### src/design/qou_pkg.sv
// shared constants, types and helpers for the quaternion orientation update block
// no dependencies
`timescale 1ns / 1ps

package qou_pkg;

    localparam int QW = 18;
    localparam logic signed [QW-1:0] Q_MAX = 18'sd131071;
    localparam logic signed [QW-1:0] Q_MIN = -18'sd131072;
    localparam logic signed [QW-1:0] Q_ONE = 18'sd65536;
    localparam logic [37:0] MAG_MIN_SQ = 38'd43;

    localparam logic CMD_SET    = 1'b0;
    localparam logic CMD_ROTATE = 1'b1;

    typedef enum logic [5:0] {
        ST_IDLE = 6'b000001,
        ST_PROD = 6'b000010,
        ST_SQ   = 6'b000100,
        ST_SQRT = 6'b001000,
        ST_DIV  = 6'b010000,
        ST_FIN  = 6'b100000
    } state_t;

    // hamilton product: term j of component c uses a[j] * b[j ^ c]
    function automatic logic hp_neg(input logic [1:0] c, input logic [1:0] j);
        logic n;
        begin
            unique case (c)
                2'd0: n = (j != 2'd0);
                2'd1: n = (j == 2'd3);
                2'd2: n = (j == 2'd1);
                default: n = (j == 2'd2);
            endcase
            return n;
        end
    endfunction

    function automatic logic signed [QW-1:0] sat38(input logic signed [37:0] v);
        logic signed [QW-1:0] r;
        begin
            if (v > 38'sd131071)
                r = Q_MAX;
            else if (v < -38'sd131072)
                r = Q_MIN;
            else
                r = v[QW-1:0];
            return r;
        end
    endfunction

endpackage

### src/design/qou_mul.sv
// shared 18x18 signed multiplier with registered product
// depends on qou_pkg
`timescale 1ns / 1ps

module qou_mul
    import qou_pkg::*;
(
    input  logic                  clk,
    input  logic signed [QW-1:0]  a,
    input  logic signed [QW-1:0]  b,
    output logic signed [35:0]    p
);

    logic signed [35:0] p_reg;

    always_ff @(posedge clk)
    begin
        p_reg <= a * b;
    end

    assign p = p_reg;

endmodule

### src/design/qou_isqrt.sv
// bit-serial integer square root, one result bit per cycle
// depends on qou_pkg
`timescale 1ns / 1ps

module qou_isqrt
    import qou_pkg::*;
(
    input  logic        clk,
    input  logic        rst_n,
    input  logic        start,
    input  logic [57:0] radicand,
    output logic        done,
    output logic [28:0] root
);

    logic [57:0] rad_reg;
    logic [33:0] rem_reg;
    logic [28:0] root_reg;
    logic [4:0]  step_reg;
    logic        busy_reg;
    logic        done_reg;
    logic [33:0] rem_sh;
    logic [33:0] trial;
    logic        ge;

    assign rem_sh = {rem_reg[31:0], rad_reg[57:56]};
    assign trial  = {3'b000, root_reg, 2'b01};
    assign ge     = (rem_sh >= trial);

    always_ff @(posedge clk or negedge rst_n)
    begin
        if (!rst_n)
        begin
            busy_reg <= 1'b0;
            done_reg <= 1'b0;
            step_reg <= '0;
        end
        else
        begin
            done_reg <= 1'b0;
            if (start)
            begin
                busy_reg <= 1'b1;
                step_reg <= 5'd28;
            end
            else if (busy_reg)
            begin
                step_reg <= step_reg - 5'd1;
                if (step_reg == 5'd0)
                begin
                    busy_reg <= 1'b0;
                    done_reg <= 1'b1;
                end
            end
        end
    end

    always_ff @(posedge clk)
    begin
        if (start)
        begin
            rad_reg  <= radicand;
            rem_reg  <= '0;
            root_reg <= '0;
        end
        else if (busy_reg)
        begin
            rad_reg  <= {rad_reg[55:0], 2'b00};
            rem_reg  <= ge ? (rem_sh - trial) : rem_sh;
            root_reg <= {root_reg[27:0], ge};
        end
    end

    assign done = done_reg;
    assign root = root_reg;

endmodule

### src/design/qou_div.sv
// restoring divider, 18 quotient bits, one bit per cycle
// depends on qou_pkg
`timescale 1ns / 1ps

module qou_div
    import qou_pkg::*;
(
    input  logic        clk,
    input  logic        rst_n,
    input  logic        start,
    input  logic [43:0] num,
    input  logic [28:0] den,
    output logic        done,
    output logic [17:0] quot
);

    logic [43:0] rem_reg;
    logic [45:0] d_reg;
    logic [17:0] q_reg;
    logic [4:0]  step_reg;
    logic        busy_reg;
    logic        done_reg;
    logic        ge;

    assign ge = ({2'b00, rem_reg} >= d_reg);

    always_ff @(posedge clk or negedge rst_n)
    begin
        if (!rst_n)
        begin
            busy_reg <= 1'b0;
            done_reg <= 1'b0;
            step_reg <= '0;
        end
        else
        begin
            done_reg <= 1'b0;
            if (start)
            begin
                busy_reg <= 1'b1;
                step_reg <= 5'd17;
            end
            else if (busy_reg)
            begin
                step_reg <= step_reg - 5'd1;
                if (step_reg == 5'd0)
                begin
                    busy_reg <= 1'b0;
                    done_reg <= 1'b1;
                end
            end
        end
    end

    always_ff @(posedge clk)
    begin
        if (start)
        begin
            rem_reg <= num;
            d_reg   <= {den, 17'b0};
            q_reg   <= '0;
        end
        else if (busy_reg)
        begin
            if (ge)
                rem_reg <= rem_reg - d_reg[43:0];
            q_reg <= {q_reg[16:0], ge};
            d_reg <= {1'b0, d_reg[45:1]};
        end
    end

    assign done = done_reg;
    assign quot = q_reg;

endmodule

### src/design/quaternion_orientation_update.sv
// orientation keeper: a rotate request forms the hamilton product with the current orientation,
// then the squared magnitude (set: the squared magnitude only), then a bit-serial square root
// and a division of each component by that root.
// small magnitudes skip both the root and the divisions. ready only while
// idle, so a new request is taken only once the current one is through; a result may wait at the output
// while the next request is taken. reset loads the identity orientation.
`timescale 1ns / 1ps

module quaternion_orientation_update
    import qou_pkg::*;
(
    input  logic        clk,
    input  logic        rst_n,
    input  logic        s_tvalid,
    output logic        s_tready,
    input  logic [71:0] s_tdata,   // rot_w, rot_x, rot_y, rot_z
    input  logic [0:0]  s_tuser,   // command
    output logic        m_tvalid,
    input  logic        m_tready,
    output logic [71:0] m_tdata,   // ori_w, ori_x, ori_y, ori_z
    output logic [0:0]  m_tuser    // normalized
);

    state_t state_reg;
    logic [4:0] cnt_reg;
    logic signed [QW-1:0] ori_reg [4];
    logic signed [QW-1:0] in_reg [4];
    logic signed [QW-1:0] q_reg [4];
    logic signed [37:0] acc_reg;
    logic p_valid_reg, p_first_reg, p_neg_reg, p_last_reg, p_sq_reg;
    logic [1:0] p_comp_reg;
    logic [28:0] m_reg;
    logic div_run_reg;
    logic norm_reg;
    logic m_tvalid_reg;
    logic [71:0] m_tdata_reg;
    logic m_tuser_reg;

    logic signed [QW-1:0] mul_a, mul_b;
    logic signed [35:0] prod;
    logic issue;
    logic [1:0] i_comp, i_term;
    logic signed [37:0] acc_sum;
    logic signed [37:0] rnd;
    logic sqrt_start, sqrt_done, div_start, div_done;
    logic [28:0] root;
    logic [17:0] quot;
    logic [43:0] num;
    logic [17:0] mag;
    logic c_neg;
    logic signed [QW-1:0] div_res;
    logic accept;

    assign accept = s_tvalid && s_tready;
    assign s_tready = (state_reg == ST_IDLE);

    assign i_comp = cnt_reg[3:2];
    assign i_term = cnt_reg[1:0];
    assign issue = ((state_reg == ST_PROD) && !cnt_reg[4]) ||
                   ((state_reg == ST_SQ) && (cnt_reg < 5'd4));

    always_comb
    begin
        if (state_reg == ST_PROD)
        begin
            mul_a = ori_reg[i_term];
            mul_b = in_reg[i_term ^ i_comp];
        end
        else
        begin
            mul_a = q_reg[i_term];
            mul_b = q_reg[i_term];
        end
    end

    qou_mul u_mul (.clk(clk), .a(mul_a), .b(mul_b), .p(prod));

    assign acc_sum = (p_first_reg ? 38'sd0 : acc_reg) +
                     (p_neg_reg ? -{{2{prod[35]}}, prod} : {{2{prod[35]}}, prod});
    assign rnd = (acc_sum + 38'sd32768) >>> 16;

    assign sqrt_start = p_valid_reg && p_last_reg && p_sq_reg && (acc_sum >= MAG_MIN_SQ);

    qou_isqrt u_isqrt (
        .clk(clk), .rst_n(rst_n), .start(sqrt_start),
        .radicand({1'b0, acc_sum[36:0], 20'b0}), .done(sqrt_done), .root(root)
    );

    // magnitude of the component being divided, with half-divisor rounding
    assign c_neg = q_reg[cnt_reg[1:0]][QW-1];
    assign mag = c_neg ? (18'd0 - q_reg[cnt_reg[1:0]]) : q_reg[cnt_reg[1:0]];
    assign num = {mag, 26'b0} + {16'b0, m_reg[28:1]};
    assign div_start = (state_reg == ST_DIV) && !div_run_reg;

    qou_div u_div (
        .clk(clk), .rst_n(rst_n), .start(div_start),
        .num(num), .den(m_reg), .done(div_done), .quot(quot)
    );

    always_comb
    begin
        if (c_neg)
            div_res = (quot >= 18'd131072) ? Q_MIN : -quot;
        else
            div_res = (quot > 18'd131071) ? Q_MAX : quot;
    end

    always_ff @(posedge clk or negedge rst_n)
    begin
        if (!rst_n)
        begin
            state_reg    <= ST_IDLE;
            cnt_reg      <= '0;
            p_valid_reg  <= 1'b0;
            div_run_reg  <= 1'b0;
            m_tvalid_reg <= 1'b0;
            ori_reg[0]   <= Q_ONE;
            ori_reg[1]   <= '0;
            ori_reg[2]   <= '0;
            ori_reg[3]   <= '0;
        end
        else
        begin
            p_valid_reg <= issue;
            if (m_tvalid_reg && m_tready)
                m_tvalid_reg <= 1'b0;
            if (issue)
                cnt_reg <= cnt_reg + 5'd1;

            unique case (state_reg)
                ST_IDLE:
                begin
                    if (accept)
                    begin
                        cnt_reg   <= '0;
                        state_reg <= (s_tuser[0] == CMD_ROTATE) ? ST_PROD : ST_SQ;
                    end
                end
                ST_PROD:
                begin
                    if (p_valid_reg && p_last_reg && (p_comp_reg == 2'd3))
                    begin
                        cnt_reg   <= '0;
                        state_reg <= ST_SQ;
                    end
                end
                ST_SQ:
                begin
                    if (p_valid_reg && p_last_reg)
                        state_reg <= sqrt_start ? ST_SQRT : ST_FIN;
                end
                ST_SQRT:
                begin
                    if (sqrt_done)
                    begin
                        cnt_reg   <= '0;
                        state_reg <= ST_DIV;
                    end
                end
                ST_DIV:
                begin
                    if (div_start)
                        div_run_reg <= 1'b1;
                    else if (div_done)
                    begin
                        div_run_reg <= 1'b0;
                        cnt_reg     <= cnt_reg + 5'd1;
                        if (cnt_reg[1:0] == 2'd3)
                            state_reg <= ST_FIN;
                    end
                end
                ST_FIN:
                begin
                    if (!m_tvalid_reg || m_tready)
                    begin
                        m_tvalid_reg <= 1'b1;
                        for (int i = 0; i < 4; i++)
                            ori_reg[i] <= q_reg[i];
                        state_reg <= ST_IDLE;
                    end
                end
                default: state_reg <= ST_IDLE;
            endcase
        end
    end

    always_ff @(posedge clk)
    begin
        p_first_reg <= (i_term == 2'd0);
        p_last_reg  <= (state_reg == ST_SQ) ? (cnt_reg == 5'd3) : (i_term == 2'd3);
        p_neg_reg   <= (state_reg == ST_PROD) ? hp_neg(i_comp, i_term) : 1'b0;
        p_sq_reg    <= (state_reg == ST_SQ);
        p_comp_reg  <= i_comp;
        if (p_valid_reg)
            acc_reg <= acc_sum;

        if (accept)
        begin
            for (int i = 0; i < 4; i++)
            begin
                in_reg[i] <= s_tdata[i*QW +: QW];
                q_reg[i]  <= s_tdata[i*QW +: QW];
            end
        end
        else if ((state_reg == ST_PROD) && p_valid_reg && p_last_reg)
            q_reg[p_comp_reg] <= sat38(rnd);
        else if ((state_reg == ST_DIV) && div_done)
            q_reg[cnt_reg[1:0]] <= div_res;

        if (sqrt_done)
            m_reg <= root;
        if ((state_reg == ST_SQ) && p_valid_reg && p_last_reg)
            norm_reg <= sqrt_start;

        if ((state_reg == ST_FIN) && (!m_tvalid_reg || m_tready))
        begin
            m_tdata_reg <= {q_reg[3], q_reg[2], q_reg[1], q_reg[0]};
            m_tuser_reg <= norm_reg;
        end
    end

    assign m_tvalid   = m_tvalid_reg;
    assign m_tdata    = m_tdata_reg;
    assign m_tuser[0] = m_tuser_reg;

endmodule
### config.mk
export PLATFORM = sky130hd
export DESIGN_NAME = quaternion_orientation_update
export DESIGN_NICKNAME = d
export VERILOG_FILES = /design/src/design/qou_pkg.sv /design/src/design/qou_mul.sv /design/src/design/qou_isqrt.sv /design/src/design/qou_div.sv /design/src/design/quaternion_orientation_update.sv
export SDC_FILE = /design/constraint.sdc
export NUM_CORES = 2
export LEC_CHECK = 0
export BUFFER_PORTS_ARGS = -buffer_cell sky130_fd_sc_hd__buf_2
export CORE_AREA = 3 3 392 394
export DETAILED_ROUTE_END_ITERATION = 8
export DIE_AREA = 0 0 395 397
export GPL_ROUTABILITY_DRIVEN = 0
export PLACE_DENSITY = 0.53
export SLEW_MARGIN = 30
export SYNTH_ARGS = -nofsm -noshare
export SYNTH_HDL_FRONTEND = slang
export SYNTH_HIERARCHICAL = 1
export SYNTH_SLANG_ARGS = --single-unit
export TNS_END_PERCENT = 5
### constraint.sdc
create_clock -name clk -period 23 [get_ports clk]
set_input_delay 2.3 -clock clk [delete_from_list [all_inputs] [get_ports clk]]
set_output_delay 2.3 -clock clk [all_outputs]
set_load 0.02 [all_outputs]
* Word level (Yosys, flattened, before mapping)
Memory sizes are Yosys's and may differ from the RTL's.
Index checks and enable logic that the tools add are counted.
** Word-level totals
- Register bits :: 490
- Memory bits (writable) :: 144
- Output and inout port bits :: 75
- Memories :: 2
** Cells by class
- Add/subtract/negate cells :: 11
- Multipliers :: 1
- $lt $le $gt $ge :: 9
- Equal/unequal tests :: 21
- Multiplexer cells :: 79
- Bitwise gates (word level) :: 2
- Reductions and logical operators :: 35
** Memories
- in_reg :: words 4, bits a word 18, read ports 1, clocked after memory_dff 0, wr ports 4, line quaternion_orientation_update.sv:27 : logic signed [QW-1:0] in_reg [4];
- q_reg :: words 4, bits a word 18, read ports 5, clocked after memory_dff 0, wr ports 4, line quaternion_orientation_update.sv:28 : logic signed [QW-1:0] q_reg [4];
** Operator list (number)
- 2-to-1 mux 18 bit :: 14
- 2-to-1 mux 44 bit :: 3
- 2-to-1 mux 57 bit :: 2
- 2-to-1 mux 46 bit :: 2
- 2-to-1 mux 38 bit :: 2
- 2-to-1 mux 6 bit :: 9
- 2-to-1 mux 5 bit :: 10
- >= comparator 44 x 46 -> 1 bit :: 1
- adder 44 x 28 -> 44 bit :: 1
- subtractor 44 bit :: 1
- adder 38 x 17 -> 38 bit (second input constant) :: 1
- adder 38 bit :: 1
- >= comparator 38 x 6 -> 1 bit (second input constant) :: 1
- negator 38 bit :: 1
- binary-select mux 18 bit (select 2 bit) :: 1
- multiplier 18 x 18 -> 36 bit :: 1
- one-hot mux 6 bit (6 select lines) :: 1
- OR reduction 18 bit :: 2
- >= comparator 34 x 31 -> 1 bit :: 1
- 2-to-1 mux 32 bit :: 1
- subtractor 32 x 31 -> 32 bit :: 1
- 2-to-1 mux 1 bit :: 29
- greater-than comparator 22 x 18 -> 1 bit (second input constant) :: 1
- less-than comparator 22 x 18 -> 1 bit (second input constant) :: 1
- other kinds (33) :: 70

* Longest topological paths before layout
- Depth in word-level cells :: 11
- Gate-level depth with buffers :: 34

* By module
The synthesis kept the hierarchy.
** By module, submodules not included
- quaternion_orientation_update :: instances 1, cells an instance 1948, area an instance 20654.8 um2, sequential area each 10832.9 um2
- qou_mul :: instances 1, cells an instance 1398, area an instance 12992.5 um2, sequential area each 720.7 um2
- qou_div :: instances 1, cells an instance 872, area an instance 7450.9 um2, sequential area each 3067.9 um2
- qou_isqrt :: instances 1, cells an instance 690, area an instance 6906.6 um2, sequential area each 3138.0 um2

* Least setup slack after synthesis
No wires, ideal clock.
- Path kind :: flip-flop to flip-flop
- Start point :: register cnt_reg[0]
- End point :: register u_mul.p_reg[35], in the netlist u_mul/p[35]
- Library setup time :: 0.079 ns
- Arrival :: 9.093 ns
- Data required time :: 22.921 ns
- Path slack :: 13.828 ns
- Cell stages (with the launch flop) :: 28
- Clock period less this slack :: 9.172 ns
- Cells stage by stage :: dfrtp_1 > clkbuf_1 > clkbuf_1 > clkbuf_1 > xnor2_1 > clkbuf_1 > mux4_2 > inv_1 > o21ai_0 > clkbuf_1 > nand2_1 > fa_1 > inv_1 > fa_1 > fa_1 > fa_1 > fa_1 > inv_1 > fa_1 > inv_1 > ha_1 > a21o_1 > a21o_1 > a21oi_1 > o21ai_0 > o41ai_4 > nor2_2 > a211oi_2
** Between the ends
- Elaborated cells between the ends (all ways) :: 10
** RTL lines
- start, declared :: line quaternion_orientation_update.sv:25 : logic [4:0] cnt_reg;
- start signal, assigned :: line quaternion_orientation_update.sv:128 : cnt_reg <= cnt_reg + 5'd1;
- start signal, assigned :: line quaternion_orientation_update.sv:167 : cnt_reg <= cnt_reg + 5'd1;
- XOR 2 bit :: line quaternion_orientation_update.sv:67 : mul_b = in_reg[i_term ^ i_comp];
- memory (4 x 18 bit)
- 2-to-1 mux 18 bit * :: line quaternion_orientation_update.sv:64 : if (state_reg == ST_PROD)
- via mul_b[7] :: line quaternion_orientation_update.sv:39 : logic signed [QW-1:0] mul_a, mul_b;
- multiplier 18 x 18 -> 36 bit * :: line qou_mul.sv:18 : p_reg <= a * b;
- end signal, assigned :: line qou_mul.sv:18
- end, declared :: line qou_mul.sv:14 : logic signed [35:0] p_reg;
Mark *: on every way through the listed nets, which the timed path passes. The rest lies on a longest branch. The select of a mux whose other input is x is not followed.
A chain may end at the register's enable or synchronous reset.

* Worst setup path in the final report
- Start point :: register cnt_reg[3]
- End point :: register u_mul.p_reg[35], in the netlist u_mul/p[35]
** Between the ends
- Word-level cells in the longest chain between the ends :: 4
** RTL lines (line)
- XOR 2 bit :: quaternion_orientation_update.sv:67
- memory (4 x 18 bit)
- 2-to-1 mux 18 bit :: quaternion_orientation_update.sv:64
- via mul_b[0] :: quaternion_orientation_update.sv:39
- multiplier 18 x 18 -> 36 bit :: qou_mul.sv:18
The timed path passes the listed nets, and every way through them passes these cells.

==> run_results.csv <==
group,metric,value,unit
timing,worst_pin_slew,1.031,ns
placement,place_area,51140,µm²
final_layout,drive_above_1_share,11.15,%
run,cap_viol_max_count,0,
synthesis,synth_top_flop_cell,"edfxtp_1",
global_routing,grt_overflow,0,
timing,min_period,8.637,ns
global_routing,grt_pass1_wl,220900,µm
clock_network,root_buffer,"clkbuf_16",
global_routing,grtUsageTotal,18.00,%
die,dieArea,156800,µm²
critical_path,crit_required,23.58,ns
timing,tns,0,ns
synthesis,syn_avg_cell_area,9.781,µm²
final_layout,final_area,53770,µm²
detailed_routing,wl_per_cell,20.00,µm
synthesis,synth_seq_cells,654,
final_layout,area_growth,12.01,%
die,fp.dieH,397,µm
timing,setup_violations,0,
critical_path,slowest_delay,0.79,ns
global_routing,grt_start_max_net_pins,102,
detailed_routing,drt-initial-drc-count,2709,
die,num_io_pins,152,
clock_network,clk_latency,0.69,ns
timing,hold_viol,0,
critical_path,worstRegToRegCells,28,
clock_network,cts_max_level,3,
critical_path,worstReg2RegEnd,"u_mul/p[35]",
hold_path,hp-class,"reg -> reg",
clock_network,post_cts_buffers,0,
critical_path,worst-path-max-fanout,18,
synthesis,async_flop_share,15.29,%
synthesis,yosysSeqAreaShare,37.00,%
critical_path,arrival,9.22,ns
synthesis,synth-edff-count,416,
die,initial_core_util,31.98,%
critical_path,critPathKind,"reg -> reg",
critical_path,cp-startpoint,"cnt_reg[3]",
detailed_routing,drc,0,
final_layout,multi_input_area,27350,µm²
detailed_routing,wl,141700,µm
detailed_routing,vias,36050,
critical_path,crit_slowest_cell,"xor2_2",
run_status,outcome,"complete, no violations",
synthesis,synth_area,48000,µm²
clock_network,cts_buffers,77,
timing,period_share,37.55,%
die,row_count,142,
synthesis,yosys_warnings,6,
timing,finalMaxSlewViolations,0,
detailed_routing,dr.pass1.iters,8,
critical_path,path_common_cell,"inv_1",
critical_path,r2r_slack,14.36,ns
global_routing,antenna_found_initial,2,
critical_path,timing.rr.start,"cnt_reg[3]",
timing,fmax,0.1158,GHz
synthesis,synth_cells,4908,
synthesis,synth.distinct_cells,110,
critical_path,crit_path_start_kind,"register",
global_routing,grt_pass1_vias,36640,
timing,grt_setup_unrepaired,"no",
critical_path,crit_path_end_kind,"register",
die,die_w,395,µm
final_layout,fin_nets,5630,
detailed_routing,ant_nets,0,
clock_network,clkTransAtPathRegs,0.06,ns
timing,whs,0.4430,ns
timing,skew,0.05138,ns
placement,dpl.hpwl,107600,µm
clock_network,cts-hold-fix-buffers,0,
clock_network,cts.sinks,654,
timing,slew_headroom,31.27,%
clock_network,cts_tree,"built",
die,core_area,150100,µm²
final_layout,area.sequential,17760,µm²
clock_network,cts_resized,0,
detailed_routing,drt-vias-per-instance,5.089,
clock_network,clockBufferDepth,3,
final_layout,n_fill_cell,15230,
placement,port_buffers,151,
critical_path,crit_path_end,"u_mul/p[35]",
[critical path, delay by kind of cell, from the launching register on]
family	cells	cell delay (ns)
xor+xnor	1	0.79
compound gates	7	1.44
simple gates	2	0.20
mux	1	0.33
buf+inv	10	1.42
flops	1	0.55
fa+ha+maj	7	3.79
[per-stage QoR]
step / utilization (%) / cells / setup WS [ns]
floorplan: - / 4928 / 13.83
global placement: 34.04 / 6938 / 13.97
detailed placement: 34.06 / 6939 / 14.38
CTS: 35.80 / 7083 / 14.32
global route: 35.82 / 7084 / 13.79
finish: 35.82 / 7084 / 14.36
[cells in the final DEF (no fill, tap or decap), types with 42 or more instances in the layout]
cell / n
a21oi_1: 231
a31oi_1: 46
and2_1: 176
buf_2: 150
buf_4: 73
clkbuf_16: 77
dfrtp_1: 94
dfxtp_1: 138
edfxtp_1: 416
fa_1: 332
ha_1: 219
inv_1: 582
mux2_2: 64
mux2i_1: 75
mux4_2: 53
nand2_1: 684
nand3_1: 47
nand4_1: 68
nor2_1: 309
nor2b_1: 72
nor3_1: 68
o21ai_0: 233
o21ai_1: 42
xnor2_1: 142
xor2_1: 71
[kinds of logic (layout without fill, tap and decap cells)]
family	count (synthesis)	in the layout	share of synthesized area (%)
adders and majority gates	551	551	19.55
muxes	192	192	5.552
buffers and inverters	816	955	6.490
and+or+nand+nor	1595	1595	15.53
DFF	654	654	37.00
xor gates and xnor gates	216	216	3.957
other	1	22	0.007812
AOI/OAI and AO/OA	883	883	11.91
[routing by layer]
| metal | track usage [%] | up-vias | share of wire, % |
|---|---|---|---|
| li1 | - | 16900 | - |
| met1 | 24.05 | 17960 | 44 |
| met2 | 30.03 | 995 | 48 |
| met3 | 2.771 | 197 | 5.8 |
| met4 | 5.570 | 0 | 2.9 |
| met5 | 0 | - | 0 |
[how the worst min path moves through the flow]
stage                 from             to  slack (ns)  cells past startpoint
2_1_floorplan   cnt_reg[3]  p_comp_reg[1]        0.35                      0
3_3_place_gp   ori_reg[70]    ori_reg[70]        0.45                      2
3_5_place_dp   ori_reg[70]    ori_reg[70]        0.45                      2
4_1_cts           norm_reg        m_tuser        0.46                      0
5_1_grt           norm_reg        m_tuser        0.46                      0
6_report          norm_reg        m_tuser        0.44                      0
[Yosys cell counts (all sizes together), types with 7 or more instances]
library cell,instances,area [µm²]
nand2,685,2574
inv,586,2200
edfxtp,416,12490
fa,332,6646
nor2,316,1189
o21ai,287,1451
a21oi,235,1214
ha,219,2740
clkbuf,206,773.2
and2,177,1110
xnor2,143,1252
dfxtp,138,2763
dfrtp,98,2452
mux2i,75,750.7
xor2,73,646.9
nor2b,72,450.4
nor3,71,365.3
nand4,68,425.4
mux2,64,720.7
mux4,53,1194
a31oi,47,294.0
nand3,47,235.2
a21o,41,307.8
a211oi,39,337.8
o31ai,34,340.3
or3,30,192.7
nand2b,29,181.4
buf,23,138.9
o21a,22,165.2
nor4,21,131.4
o211ai,19,161.4
or4,18,142.6
o21bai,16,120.1
a311oi,14,152.7
and3,14,87.58
or2,14,87.59
a211o,13,113.9
o31a,11,96.34
o2111ai,10,93.84
nand3b,9,67.56
o311ai,8,70.07
o41ai,8,96.35
a22o,7,61.31
nor4b,7,61.31
o22ai,7,43.79
[final cells by class]
cell class / instances / share of cell area [%]
Multi-Input combinational cell: 3458 / 50.87
Sequential cell: 654 / 33.04
Tap cell: 2016 / 4.691
Inverter: 587 / 4.107
Clock buffer: 104 / 3.939
Timing Repair Buffer: 224 / 2.436
Clock inverter: 40 / 0.9145
Antenna cell: 1 / 0.004654
Power is not shown: default switching activity piles up to over one toggle a cycle in this logic, so the estimate is an artifact.
